$ cat src/hdl/n6502alu_pkg.sv
// ----------------------------------------------------------------------------
// n6502alu_pkg
// Operation codes, flag positions and the request type shared by the
// front end, the request queue and the execute stage.
// ----------------------------------------------------------------------------
package n6502alu_pkg;

  localparam int unsigned ActCount  = 50;
  localparam int unsigned QueueDepth = 2;

  localparam int FLAG_C = 0;
  localparam int FLAG_Z = 1;
  localparam int FLAG_I = 2;
  localparam int FLAG_D = 3;
  localparam int FLAG_V = 6;
  localparam int FLAG_N = 7;

  localparam logic [7:0] SP_RESET = 8'hFD;

  typedef enum logic [5:0] {
    ACT_ADC = 6'd0,  ACT_SBC = 6'd1,  ACT_AND = 6'd2,  ACT_ORA = 6'd3,
    ACT_EOR = 6'd4,  ACT_CMP = 6'd5,  ACT_CPX = 6'd6,  ACT_CPY = 6'd7,
    ACT_BIT = 6'd8,  ACT_ASL = 6'd9,  ACT_LSR = 6'd10, ACT_ROL = 6'd11,
    ACT_ROR = 6'd12, ACT_INC = 6'd13, ACT_DEC = 6'd14, ACT_INX = 6'd15,
    ACT_INY = 6'd16, ACT_DEX = 6'd17, ACT_DEY = 6'd18, ACT_LDA = 6'd19,
    ACT_LDX = 6'd20, ACT_LDY = 6'd21, ACT_STA = 6'd22, ACT_STX = 6'd23,
    ACT_STY = 6'd24, ACT_TAX = 6'd25, ACT_TAY = 6'd26, ACT_TXA = 6'd27,
    ACT_TSX = 6'd28, ACT_TXS = 6'd29, ACT_CLC = 6'd30, ACT_SEC = 6'd31,
    ACT_CLI = 6'd32, ACT_SEI = 6'd33, ACT_CLD = 6'd34, ACT_SED = 6'd35,
    ACT_CLV = 6'd36, ACT_BCC = 6'd37, ACT_BCS = 6'd38, ACT_BNE = 6'd39,
    ACT_BEQ = 6'd40, ACT_BPL = 6'd41, ACT_BMI = 6'd42, ACT_BVC = 6'd43,
    ACT_BVS = 6'd44, ACT_PHA = 6'd45, ACT_PHP = 6'd46, ACT_PLA = 6'd47,
    ACT_PLP = 6'd48, ACT_NOP = 6'd49
  } act_t;

  typedef struct packed {
    act_t       act;
    logic [7:0] operand;
    logic       to_acc;
  } req_t;

endpackage

$ cat src/hdl/nmos6502_alu_and_registers.sv
// ----------------------------------------------------------------------------
// nmos6502_alu_and_registers
// Execute unit of a 6502 without decimal mode, holding A, X, Y, S and P.
//
// Input channel (in_valid/in_ready): one request per operation, carrying the
// action code, the fetched or pulled operand byte and the shift target.
// Codes above NOP run as NOP. Output channel (out_valid/out_ready): one
// result per request, in order: write byte and strobe, branch decision and
// the register file after the operation.
// A request accepted on the input channel passes the front register, the
// two-entry queue and the execute register in turn before its result shows.
// Throughput is one request per cycle while out_ready is high.
// When out_ready is low the result holds, execute stops, the queue and then
// the front register fill and in_ready drops; three more requests are taken
// behind the held result before the input stalls.
// Reset clears A, X, Y and P, sets S to 0xFD and empties the pipeline.
// ----------------------------------------------------------------------------
module nmos6502_alu_and_registers (
  input  logic       clk,
  input  logic       rst_n,
  input  logic       in_valid,
  output logic       in_ready,
  input  logic [5:0] in_action,
  input  logic [7:0] in_operand,
  input  logic       in_on_accumulator,
  output logic       out_valid,
  input  logic       out_ready,
  output logic [7:0] out_write_data,
  output logic       out_write_valid,
  output logic       out_branch_taken,
  output logic [7:0] out_acc_out,
  output logic [7:0] out_index_x_out,
  output logic [7:0] out_index_y_out,
  output logic [7:0] out_stack_ptr_out,
  output logic [7:0] out_status_out
);
  import n6502alu_pkg::*;

  logic front_valid;
  logic front_ready;
  req_t front_req;
  logic exec_valid;
  logic exec_ready;
  req_t exec_req;

  n6502alu_front u_front (
    .clk               (clk),
    .rst_n             (rst_n),
    .in_valid          (in_valid),
    .in_ready          (in_ready),
    .in_action         (in_action),
    .in_operand        (in_operand),
    .in_on_accumulator (in_on_accumulator),
    .req_valid         (front_valid),
    .req_ready         (front_ready),
    .req               (front_req)
  );

  n6502alu_queue u_queue (
    .clk        (clk),
    .rst_n      (rst_n),
    .push_valid (front_valid),
    .push_ready (front_ready),
    .push_req   (front_req),
    .pop_valid  (exec_valid),
    .pop_ready  (exec_ready),
    .pop_req    (exec_req)
  );

  n6502alu_back u_back (
    .clk               (clk),
    .rst_n             (rst_n),
    .req_valid         (exec_valid),
    .req_ready         (exec_ready),
    .req               (exec_req),
    .out_valid         (out_valid),
    .out_ready         (out_ready),
    .out_write_data    (out_write_data),
    .out_write_valid   (out_write_valid),
    .out_branch_taken  (out_branch_taken),
    .out_acc_out       (out_acc_out),
    .out_index_x_out   (out_index_x_out),
    .out_index_y_out   (out_index_y_out),
    .out_stack_ptr_out (out_stack_ptr_out),
    .out_status_out    (out_status_out)
  );

endmodule

$ cat src/hdl/n6502alu_front.sv
// ----------------------------------------------------------------------------
// n6502alu_front
// Accepts input requests, maps undefined codes to NOP, resolves the shift
// target and holds the classified request for the queue.
// ----------------------------------------------------------------------------
module n6502alu_front (
  input  logic                 clk,
  input  logic                 rst_n,
  input  logic                 in_valid,
  output logic                 in_ready,
  input  logic [5:0]           in_action,
  input  logic [7:0]           in_operand,
  input  logic                 in_on_accumulator,
  output logic                 req_valid,
  input  logic                 req_ready,
  output n6502alu_pkg::req_t   req
);
  import n6502alu_pkg::*;

  logic valid_r;
  req_t req_r;
  req_t req_nxt;
  logic is_shift;

  assign in_ready  = !valid_r || req_ready;
  assign req_valid = valid_r;
  assign req       = req_r;

  always_comb begin
    req_nxt.act     = (32'(in_action) < ActCount) ? act_t'(in_action) : ACT_NOP;
    req_nxt.operand = in_operand;
    is_shift = (req_nxt.act == ACT_ASL) || (req_nxt.act == ACT_LSR) ||
               (req_nxt.act == ACT_ROL) || (req_nxt.act == ACT_ROR);
    req_nxt.to_acc  = in_on_accumulator && is_shift;
  end

  always_ff @(posedge clk) begin
    if (!rst_n) begin
      valid_r <= 1'b0;
    end else if (in_ready) begin
      valid_r <= in_valid;
    end
    if (in_valid && in_ready) begin
      req_r <= req_nxt;
    end
  end

endmodule

$ cat src/hdl/n6502alu_queue.sv
// ----------------------------------------------------------------------------
// n6502alu_queue
// Two-entry request queue between the front end and the execute stage.
// ----------------------------------------------------------------------------
module n6502alu_queue (
  input  logic                 clk,
  input  logic                 rst_n,
  input  logic                 push_valid,
  output logic                 push_ready,
  input  n6502alu_pkg::req_t   push_req,
  output logic                 pop_valid,
  input  logic                 pop_ready,
  output n6502alu_pkg::req_t   pop_req
);
  import n6502alu_pkg::*;

  localparam int PtrW = $clog2(QueueDepth);
  localparam int CntW = $clog2(QueueDepth + 1);
  localparam logic [CntW-1:0] Full = CntW'(QueueDepth);

  req_t            mem_r [QueueDepth];
  logic [PtrW-1:0] wr_ptr_r;
  logic [PtrW-1:0] rd_ptr_r;
  logic [CntW-1:0] count_r;
  logic            push;
  logic            pop;

  assign push_ready = (count_r != Full);
  assign pop_valid  = (count_r != '0);
  assign pop_req    = mem_r[rd_ptr_r];
  assign push       = push_valid && push_ready;
  assign pop        = pop_valid && pop_ready;

  always_ff @(posedge clk) begin
    if (!rst_n) begin
      wr_ptr_r <= '0;
      rd_ptr_r <= '0;
      count_r  <= '0;
    end else begin
      if (push) begin
        wr_ptr_r <= (32'(wr_ptr_r) == QueueDepth - 1) ? '0 : wr_ptr_r + PtrW'(1);
      end
      if (pop) begin
        rd_ptr_r <= (32'(rd_ptr_r) == QueueDepth - 1) ? '0 : rd_ptr_r + PtrW'(1);
      end
      if (push && !pop) begin
        count_r <= count_r + CntW'(1);
      end else if (pop && !push) begin
        count_r <= count_r - CntW'(1);
      end
    end
    if (push) begin
      mem_r[wr_ptr_r] <= push_req;
    end
  end

  a_count_bound: assert property (@(posedge clk) disable iff (!rst_n)
    count_r <= Full) else $error("queue count beyond depth");

  a_push_grows: assert property (@(posedge clk) disable iff (!rst_n)
    push && !pop |=> count_r == $past(count_r) + CntW'(1))
    else $error("queue count did not grow on push");

  a_pop_drains: assert property (@(posedge clk) disable iff (!rst_n)
    pop && !push |=> count_r == $past(count_r) - CntW'(1))
    else $error("queue count did not shrink on pop");

endmodule

$ cat src/hdl/n6502alu_back.sv
// ----------------------------------------------------------------------------
// n6502alu_back
// Execute stage: holds A, X, Y, S and P, carries out one request per cycle
// while out_ready is high, and registers the result for the output channel.
// ----------------------------------------------------------------------------
module n6502alu_back (
  input  logic                 clk,
  input  logic                 rst_n,
  input  logic                 req_valid,
  output logic                 req_ready,
  input  n6502alu_pkg::req_t   req,
  output logic                 out_valid,
  input  logic                 out_ready,
  output logic [7:0]           out_write_data,
  output logic                 out_write_valid,
  output logic                 out_branch_taken,
  output logic [7:0]           out_acc_out,
  output logic [7:0]           out_index_x_out,
  output logic [7:0]           out_index_y_out,
  output logic [7:0]           out_stack_ptr_out,
  output logic [7:0]           out_status_out
);
  import n6502alu_pkg::*;

  logic       valid_r;
  logic [7:0] a_r, x_r, y_r, s_r, p_r;
  logic [7:0] a_nxt, x_nxt, y_nxt, s_nxt, p_nxt;
  logic [7:0] wdata_r, wdata_nxt;
  logic       wvalid_r, wvalid_nxt;
  logic       taken_r, taken_nxt;
  logic       pop;

  logic [7:0] m;
  logic [7:0] addend;
  logic [8:0] sum;
  logic [8:0] diff;
  logic [7:0] cmp_reg;
  logic [7:0] src;
  logic [7:0] shr;
  logic       cout;
  logic [7:0] nz_val;
  logic       nz_en;

  assign req_ready = !valid_r || out_ready;
  assign pop       = req_valid && req_ready;

  assign out_valid         = valid_r;
  assign out_write_data    = wdata_r;
  assign out_write_valid   = wvalid_r;
  assign out_branch_taken  = taken_r;
  assign out_acc_out       = a_r;
  assign out_index_x_out   = x_r;
  assign out_index_y_out   = y_r;
  assign out_stack_ptr_out = s_r;
  assign out_status_out    = p_r;

  always_comb begin
    m       = req.operand;
    addend  = (req.act == ACT_SBC) ? ~m : m;
    sum     = {1'b0, a_r} + {1'b0, addend} + {8'd0, p_r[FLAG_C]};
    cmp_reg = (req.act == ACT_CPX) ? x_r : ((req.act == ACT_CPY) ? y_r : a_r);
    diff    = {1'b0, cmp_reg} - {1'b0, m};
    src     = req.to_acc ? a_r : m;
    shr     = 8'h00;
    cout    = 1'b0;

    a_nxt      = a_r;
    x_nxt      = x_r;
    y_nxt      = y_r;
    s_nxt      = s_r;
    p_nxt      = p_r;
    wdata_nxt  = 8'h00;
    wvalid_nxt = 1'b0;
    taken_nxt  = 1'b0;
    nz_val     = 8'h00;
    nz_en      = 1'b0;

    unique case (req.act)
      ACT_ADC, ACT_SBC: begin
        a_nxt = sum[7:0];
        p_nxt[FLAG_C] = sum[8];
        p_nxt[FLAG_V] = ~(a_r[7] ^ addend[7]) & (a_r[7] ^ sum[7]);
        nz_val = sum[7:0]; nz_en = 1'b1;
      end
      ACT_AND: begin a_nxt = a_r & m; nz_val = a_nxt; nz_en = 1'b1; end
      ACT_ORA: begin a_nxt = a_r | m; nz_val = a_nxt; nz_en = 1'b1; end
      ACT_EOR: begin a_nxt = a_r ^ m; nz_val = a_nxt; nz_en = 1'b1; end
      ACT_CMP, ACT_CPX, ACT_CPY: begin
        nz_val = diff[7:0]; nz_en = 1'b1;
        p_nxt[FLAG_C] = ~diff[8];
      end
      ACT_BIT: begin
        p_nxt[FLAG_N] = m[7];
        p_nxt[FLAG_V] = m[6];
        p_nxt[FLAG_Z] = ((a_r & m) == 8'h00);
      end
      ACT_ASL, ACT_LSR, ACT_ROL, ACT_ROR: begin
        priority case (req.act)
          ACT_ASL: begin shr = {src[6:0], 1'b0};        cout = src[7]; end
          ACT_LSR: begin shr = {1'b0, src[7:1]};        cout = src[0]; end
          ACT_ROL: begin shr = {src[6:0], p_r[FLAG_C]}; cout = src[7]; end
          default: begin shr = {p_r[FLAG_C], src[7:1]}; cout = src[0]; end
        endcase
        p_nxt[FLAG_C] = cout;
        nz_val = shr; nz_en = 1'b1;
        if (req.to_acc) begin
          a_nxt = shr;
        end else begin
          wdata_nxt = shr; wvalid_nxt = 1'b1;
        end
      end
      ACT_INC: begin
        wdata_nxt = m + 8'd1; wvalid_nxt = 1'b1; nz_val = wdata_nxt; nz_en = 1'b1;
      end
      ACT_DEC: begin
        wdata_nxt = m - 8'd1; wvalid_nxt = 1'b1; nz_val = wdata_nxt; nz_en = 1'b1;
      end
      ACT_INX: begin x_nxt = x_r + 8'd1; nz_val = x_nxt; nz_en = 1'b1; end
      ACT_INY: begin y_nxt = y_r + 8'd1; nz_val = y_nxt; nz_en = 1'b1; end
      ACT_DEX: begin x_nxt = x_r - 8'd1; nz_val = x_nxt; nz_en = 1'b1; end
      ACT_DEY: begin y_nxt = y_r - 8'd1; nz_val = y_nxt; nz_en = 1'b1; end
      ACT_LDA: begin a_nxt = m; nz_val = m; nz_en = 1'b1; end
      ACT_LDX: begin x_nxt = m; nz_val = m; nz_en = 1'b1; end
      ACT_LDY: begin y_nxt = m; nz_val = m; nz_en = 1'b1; end
      ACT_STA: begin wdata_nxt = a_r; wvalid_nxt = 1'b1; end
      ACT_STX: begin wdata_nxt = x_r; wvalid_nxt = 1'b1; end
      ACT_STY: begin wdata_nxt = y_r; wvalid_nxt = 1'b1; end
      ACT_TAX: begin x_nxt = a_r; nz_val = a_r; nz_en = 1'b1; end
      ACT_TAY: begin y_nxt = a_r; nz_val = a_r; nz_en = 1'b1; end
      ACT_TXA: begin a_nxt = x_r; nz_val = x_r; nz_en = 1'b1; end
      ACT_TSX: begin x_nxt = s_r; nz_val = s_r; nz_en = 1'b1; end
      ACT_TXS: s_nxt = x_r;
      ACT_CLC: p_nxt[FLAG_C] = 1'b0;
      ACT_SEC: p_nxt[FLAG_C] = 1'b1;
      ACT_CLI: p_nxt[FLAG_I] = 1'b0;
      ACT_SEI: p_nxt[FLAG_I] = 1'b1;
      ACT_CLD: p_nxt[FLAG_D] = 1'b0;
      ACT_SED: p_nxt[FLAG_D] = 1'b1;
      ACT_CLV: p_nxt[FLAG_V] = 1'b0;
      ACT_BCC: taken_nxt = ~p_r[FLAG_C];
      ACT_BCS: taken_nxt =  p_r[FLAG_C];
      ACT_BNE: taken_nxt = ~p_r[FLAG_Z];
      ACT_BEQ: taken_nxt =  p_r[FLAG_Z];
      ACT_BPL: taken_nxt = ~p_r[FLAG_N];
      ACT_BMI: taken_nxt =  p_r[FLAG_N];
      ACT_BVC: taken_nxt = ~p_r[FLAG_V];
      ACT_BVS: taken_nxt =  p_r[FLAG_V];
      ACT_PHA: begin wdata_nxt = a_r; wvalid_nxt = 1'b1; s_nxt = s_r - 8'd1; end
      ACT_PHP: begin wdata_nxt = p_r; wvalid_nxt = 1'b1; s_nxt = s_r - 8'd1; end
      ACT_PLA: begin s_nxt = s_r + 8'd1; a_nxt = m; nz_val = m; nz_en = 1'b1; end
      ACT_PLP: begin s_nxt = s_r + 8'd1; p_nxt = m; end
      default: ;
    endcase

    if (nz_en) begin
      p_nxt[FLAG_N] = nz_val[7];
      p_nxt[FLAG_Z] = (nz_val == 8'h00);
    end
  end

  always_ff @(posedge clk) begin
    if (!rst_n) begin
      valid_r <= 1'b0;
      a_r     <= 8'h00;
      x_r     <= 8'h00;
      y_r     <= 8'h00;
      s_r     <= SP_RESET;
      p_r     <= 8'h00;
    end else begin
      if (req_ready) begin
        valid_r <= req_valid;
      end
      if (pop) begin
        a_r <= a_nxt;
        x_r <= x_nxt;
        y_r <= y_nxt;
        s_r <= s_nxt;
        p_r <= p_nxt;
      end
    end
    if (pop) begin
      wdata_r  <= wdata_nxt;
      wvalid_r <= wvalid_nxt;
      taken_r  <= taken_nxt;
    end
  end

  a_wdata_quiet: assert property (@(posedge clk) disable iff (!rst_n)
    valid_r && !wvalid_r |-> wdata_r == 8'h00)
    else $error("write data not cleared without a write");

  a_branch_no_write: assert property (@(posedge clk) disable iff (!rst_n)
    valid_r && taken_r |-> !wvalid_r)
    else $error("taken branch also requested a write");

  a_regs_hold: assert property (@(posedge clk) disable iff (!rst_n)
    !pop |=> $stable(a_r) && $stable(x_r) && $stable(y_r) && $stable(s_r) && $stable(p_r))
    else $error("register file changed without a request");

endmodule
$ cat config.mk
export PLATFORM = sky130hd
export DESIGN_NAME = nmos6502_alu_and_registers
export DESIGN_NICKNAME = d
export VERILOG_FILES = /design/src/hdl/n6502alu_pkg.sv /design/src/hdl/nmos6502_alu_and_registers.sv /design/src/hdl/n6502alu_front.sv /design/src/hdl/n6502alu_queue.sv /design/src/hdl/n6502alu_back.sv
export SDC_FILE = /design/constraint.sdc
export NUM_CORES = 1
export LEC_CHECK = 0
export BUFFER_PORTS_ARGS = -buffer_cell sky130_fd_sc_hd__buf_2
export CAP_MARGIN = 30
export CORE_MARGIN = 10
export CORE_UTILIZATION = 45
export CTS_BUF_LIST = sky130_fd_sc_hd__clkbuf_16
export CTS_CLUSTER_DIAMETER = 150
export CTS_CLUSTER_SIZE = 25
export DETAILED_ROUTE_END_ITERATION = 16
export SKIP_CTS_REPAIR_TIMING = 1
export SYNTH_ARGS = -nofsm -noshare
export SYNTH_HDL_FRONTEND = slang
export SYNTH_HIERARCHICAL = 1
export SYNTH_SLANG_ARGS = --single-unit
$ cat constraint.sdc
create_clock -name clk -period 13 [get_ports clk]
set_clock_uncertainty 0.15 [all_clocks]
set_input_delay 1.95 -clock clk [delete_from_list [all_inputs] [get_ports clk]]
set_output_delay 1.95 -clock clk [all_outputs]
set_load 0.05 [all_outputs]
==> Implementation_results.wiki <==
{| class="wikitable"
! Metric !! Value
|-
| Antenna violations before repair || 0
|-
| Tightest Hold Check Type || reg2reg
|-
| Global-route wire length before repair || about 48 mm
|-
| Area of the core || around 18000 sq um
|-
| Max Buffers Root-to-Sink || 2
|-
| Overall via count from detail_route || between 8000 and 9000
|-
| Total negative slack || 0 ps
|-
| Routed len/inst || between 20 and 30 um
|-
| Die height || around 150 um
|-
| Number of buffer and inverter instances along the worst setup path || 1
|-
| Final setup violation count || 0
|-
| Total congestion overflow after global routing || 0
|-
| Pin slew with the least headroom to its limit || between 1000 and 1500 ps
|-
| Clock Pin Slew Worst Setup and Hold Paths || roughly 90 ps
|-
| Maximum number of pins on one net before global-route repair || 37
|-
| Area added between synthesis and finish || 9.62%
|-
| Clock tree sinks || 102
|-
| Number of enable flip-flop cells after synthesis || 55
|-
| Final cycle utilization of the critical path || between 40% and 50%
|-
| Hold slack final || between 200 and 300 ps
|-
| Achievable clock frequency || between 150 and 200 MHz
|-
| DRT iter0 DRCs || around 980
|-
| Clock Latency Late Sink || 370 ps
|-
| Arrival time reported for the critical path endpoint || around 6000 ps
|-
| Sequential area share after synthesis || around a third
|-
| Post-detailed-placement half-perimeter wirelength || 22.7 mm
|-
| Critical setup path kind || reg2reg
|-
| Cell depth of the worst hold path || 0
|-
| Result of the run || finished, final reports clean
|-
| Number of maximum-capacitance constraint violations || 0
|-
| Number of buffers created by CTS || 9
|-
| Count of final hold-check violations || 0
|-
| Number of buffers added on ports || 70
|-
| # DRC || 0
|-
| Effective utilization at floorplan || between 40% and 50%
|-
| Routed Antenna Nets || 0
|-
| Mean instance size in the synthesized netlist || 8.62 sq um
|-
| Net Count, Synth || approximately 1000
|-
| CP max stage delay || roughly 740 ps
|-
| Clock root buffer master || clkbuf_16
|-
| Family with the most delay on the worst path || simple AND/OR/NAND/NOR gates
|-
| Horizontal extent of the die || 154 um
|-
| Fraction of layout cells with a size suffix above 1 || a little over an eighth
|-
| Worst ir drop on vdd || ~0.12 mV
|-
| Slowest stage cell on the critical path || dfxtp_1
|-
| Shortest period the worst path allows || around 5700 ps
|-
| Count of synthesis-stage warnings from yosys || 6
|-
| Static Leakage || approximately 3.5 nW
|-
| Overall global routing resource usage || around 26%
|-
| Net count of the finished layout || between 1000 and 1500
|-
| Vias/cell || around 6.6
|-
| Top-Level Pins || just over 70
|-
| Count of unique library cells instantiated by Yosys || 82
|-
| Hold path startpoint || u_front/req[6]
|-
| Number of diodes || 0
|-
| Via count of the first global-routing pass || 7495
|-
| Placement row count || a little under 50
|-
| H-tree depth reported by CTS || 3
|-
| Post-synthesis instance total || approximately 940
|-
| TritonCTS clock tree || done
|-
| Crit start category || flop
|-
| Number of max-slew violations in the final report || 0
|-
| Crit Path Max Fanout || 34
|-
| Depth of the most critical reg-to-reg path || 15
|-
| Final RePlAce weighted congestion || roughly 0.99
|-
| Most frequently used flop master after synthesis || edfxtp_1
|-
| Share of synthesized registers carrying an async set or reset || 0%
|-
| Setup repair after global routing missed its margin || no
|-
| Sequence of cells on the critical path || mux2_2, or4b_2, nor2_1, nor2_1, a21oi_1, ha_1, inv_1, fa_1, a21o_1, a21oi_1, xnor2_1, a21boi_0, nand4_1, or4_1, o41ai_2
|-
| Total length of routed wires || ~32 mm
|-
| Total die area || 23800 sq um
|-
| Required arrival time at the worst endpoint || 13130 ps
|-
| Hold Path Sink || u_queue/mem_r[0][6]
|-
| Number of storage elements in the synthesis netlist || a little over 100
|-
| Slew headroom || 26.2%
|-
| Post-synthesis cell area || about 8000 sq um
|-
| Register-to-Register Setup Slack || around 7300 ps
|-
| Setup crit end kind || flop
|-
| End of the worst register-to-register path || u_back/out_status_out[1]
|-
| Power density cells || between 150 and 200 nW/um^2
|-
| Number of detailed-route iterations in the first pass || 8
|}
==> cells by family after synthesis <==
logic type	Yosys count	synth area share (%)
AND/OR/NAND/NOR	312	19.4
flip-flops	102	31.9
AO/OA/AOI/OAI	290	24.5
XOR/XNOR	47	5.06
adder cells (fa/ha/maj)	50	8.06
multiplexers	38	6.06
buffers and inverters	104	5.11
==> per-stage QoR <==
step | cell area (sq um) | power, mW | utilization, % | setup WS (ps) | cells
floorplan | 8130 | 1.10 | - | 8240 | 943
global placement | 8590 | 1.37 | 48.1 | 7420 | 1190
detailed placement | 8600 | 1.36 | 48.2 | 7380 | 1192
CTS | 8910 | 1.66 | 50.0 | 7370 | 1208
global route | 8910 | 1.77 | 50.0 | 6740 | 1208
finish | 8910 | 1.68 | 50.0 | 7300 | 1208
==> where the power goes <==
part / internal [mW] / switching, mW
Clock: 0.140 / 0.153
Sequential: 0.395 / 0.0696
Combinational: 0.295 / 0.631
==> metal layers <==
layer	wire length, um	global-route usage (%)
met2	13800	39.1
met5	45	1.51
met4	1590	12.7
met1	13200	33.7
met3	3170	6.35
==> final cells by class <==
type | instances | area, sq um
clock buffers | 9 | 225
clock inverters | 7 | 86.3
fillers | 1723 | 8930
inverters | 41 | 154
multi-input cells | 737 | 5120
flip-flops and latches | 102 | 2590
well taps | 229 | 287
repair buffers | 83 | 445
==> layout by cell type (no fill, tap or decap), drive strengths merged, types with 9 or more instances in the layout <==
cell and instances:
nand2b 17, nor3 30, o21ai 57, dfxtp 47, xor2 16, nand3 16
a21oi 62, nand2 92, o211ai 12, clkbuf 9, buf 83, and2 15
edfxtp 55, nor2b 12, a211oi 10, xnor2 31, a22o 10, mux2 15
a31oi 17, inv 44, ha 46, nor2 74, a22oi 22, a221oi 11
mux2i 17
==> synth_stat cells (all sizes together) (6+ instances only) <==
master	instances	area, sq um
a21boi	7	52.6
a31oi	17	106
a21oi	62	310
o211ai	12	90.1
nor2	74	278
ha	46	576
a221oi	11	96.3
nand4	6	37.5
buf	14	77.6
clkbuf	49	184
o21ai	57	285
o22ai	8	50.1
mux2i	17	170
a22oi	22	165
a211oi	10	80.1
dfxtp	47	941
xor2	16	140
inv	39	146
and3	7	43.8
nand2b	17	114
xnor2	31	272
nand2	92	353
and2	15	95.1
a22o	10	87.6
nor2b	12	75.1
edfxtp	55	1650
mux2	15	169
or4	6	45.0
mux4	6	154
a21o	6	45.0
nand3	16	80.1
nor4	8	50.1
nor3	30	150
==> registers in the layout, summed over array words and instances (netlist names), named ones only <==
name	count
u_back/out_index_y_out	8
u_back/out_branch_taken	1
u_back/out_write_data	8
u_back/out_acc_out	8
u_queue/count_r	2
u_queue/mem_r	30
u_back/out_write_valid	1
u_queue/rd_ptr_r	1
u_back/out_status_out	8
u_back/out_index_x_out	8
u_front/req	15
u_back/out_valid	1
u_back/out_stack_ptr_out	8
u_queue/wr_ptr_r	1
u_front/req_valid	1
==> worst max-delay path by stage <==
stage	cells after the start	slack, ps	end	from
4_1_cts	15	7370	u_back/out_status_out[1]	flop
5_1_grt	15	6740	u_back/out_status_out[1]	flop
2_1_floorplan	16	8240	u_back/out_status_out[1]	flop
3_5_place_dp	15	7380	u_back/out_status_out[1]	flop
3_3_place_gp	15	7420	u_back/out_status_out[1]	flop
6_report	15	7300	u_back/out_status_out[1]	flop
==> worst reg2reg max path: stages (launching register included) <==
cell	delay, ps
dfxtp_1	740
mux2_2	750
or4b_2	710
nor2_1	680
nor2_1	110
a21oi_1	200
ha_1	180
inv_1	50
fa_1	400
a21o_1	190
a21oi_1	200
xnor2_1	110
a21boi_0	170
nand4_1	90
or4_1	560
o41ai_2	330
Note: power is estimated with default switching activity, not from simulation.
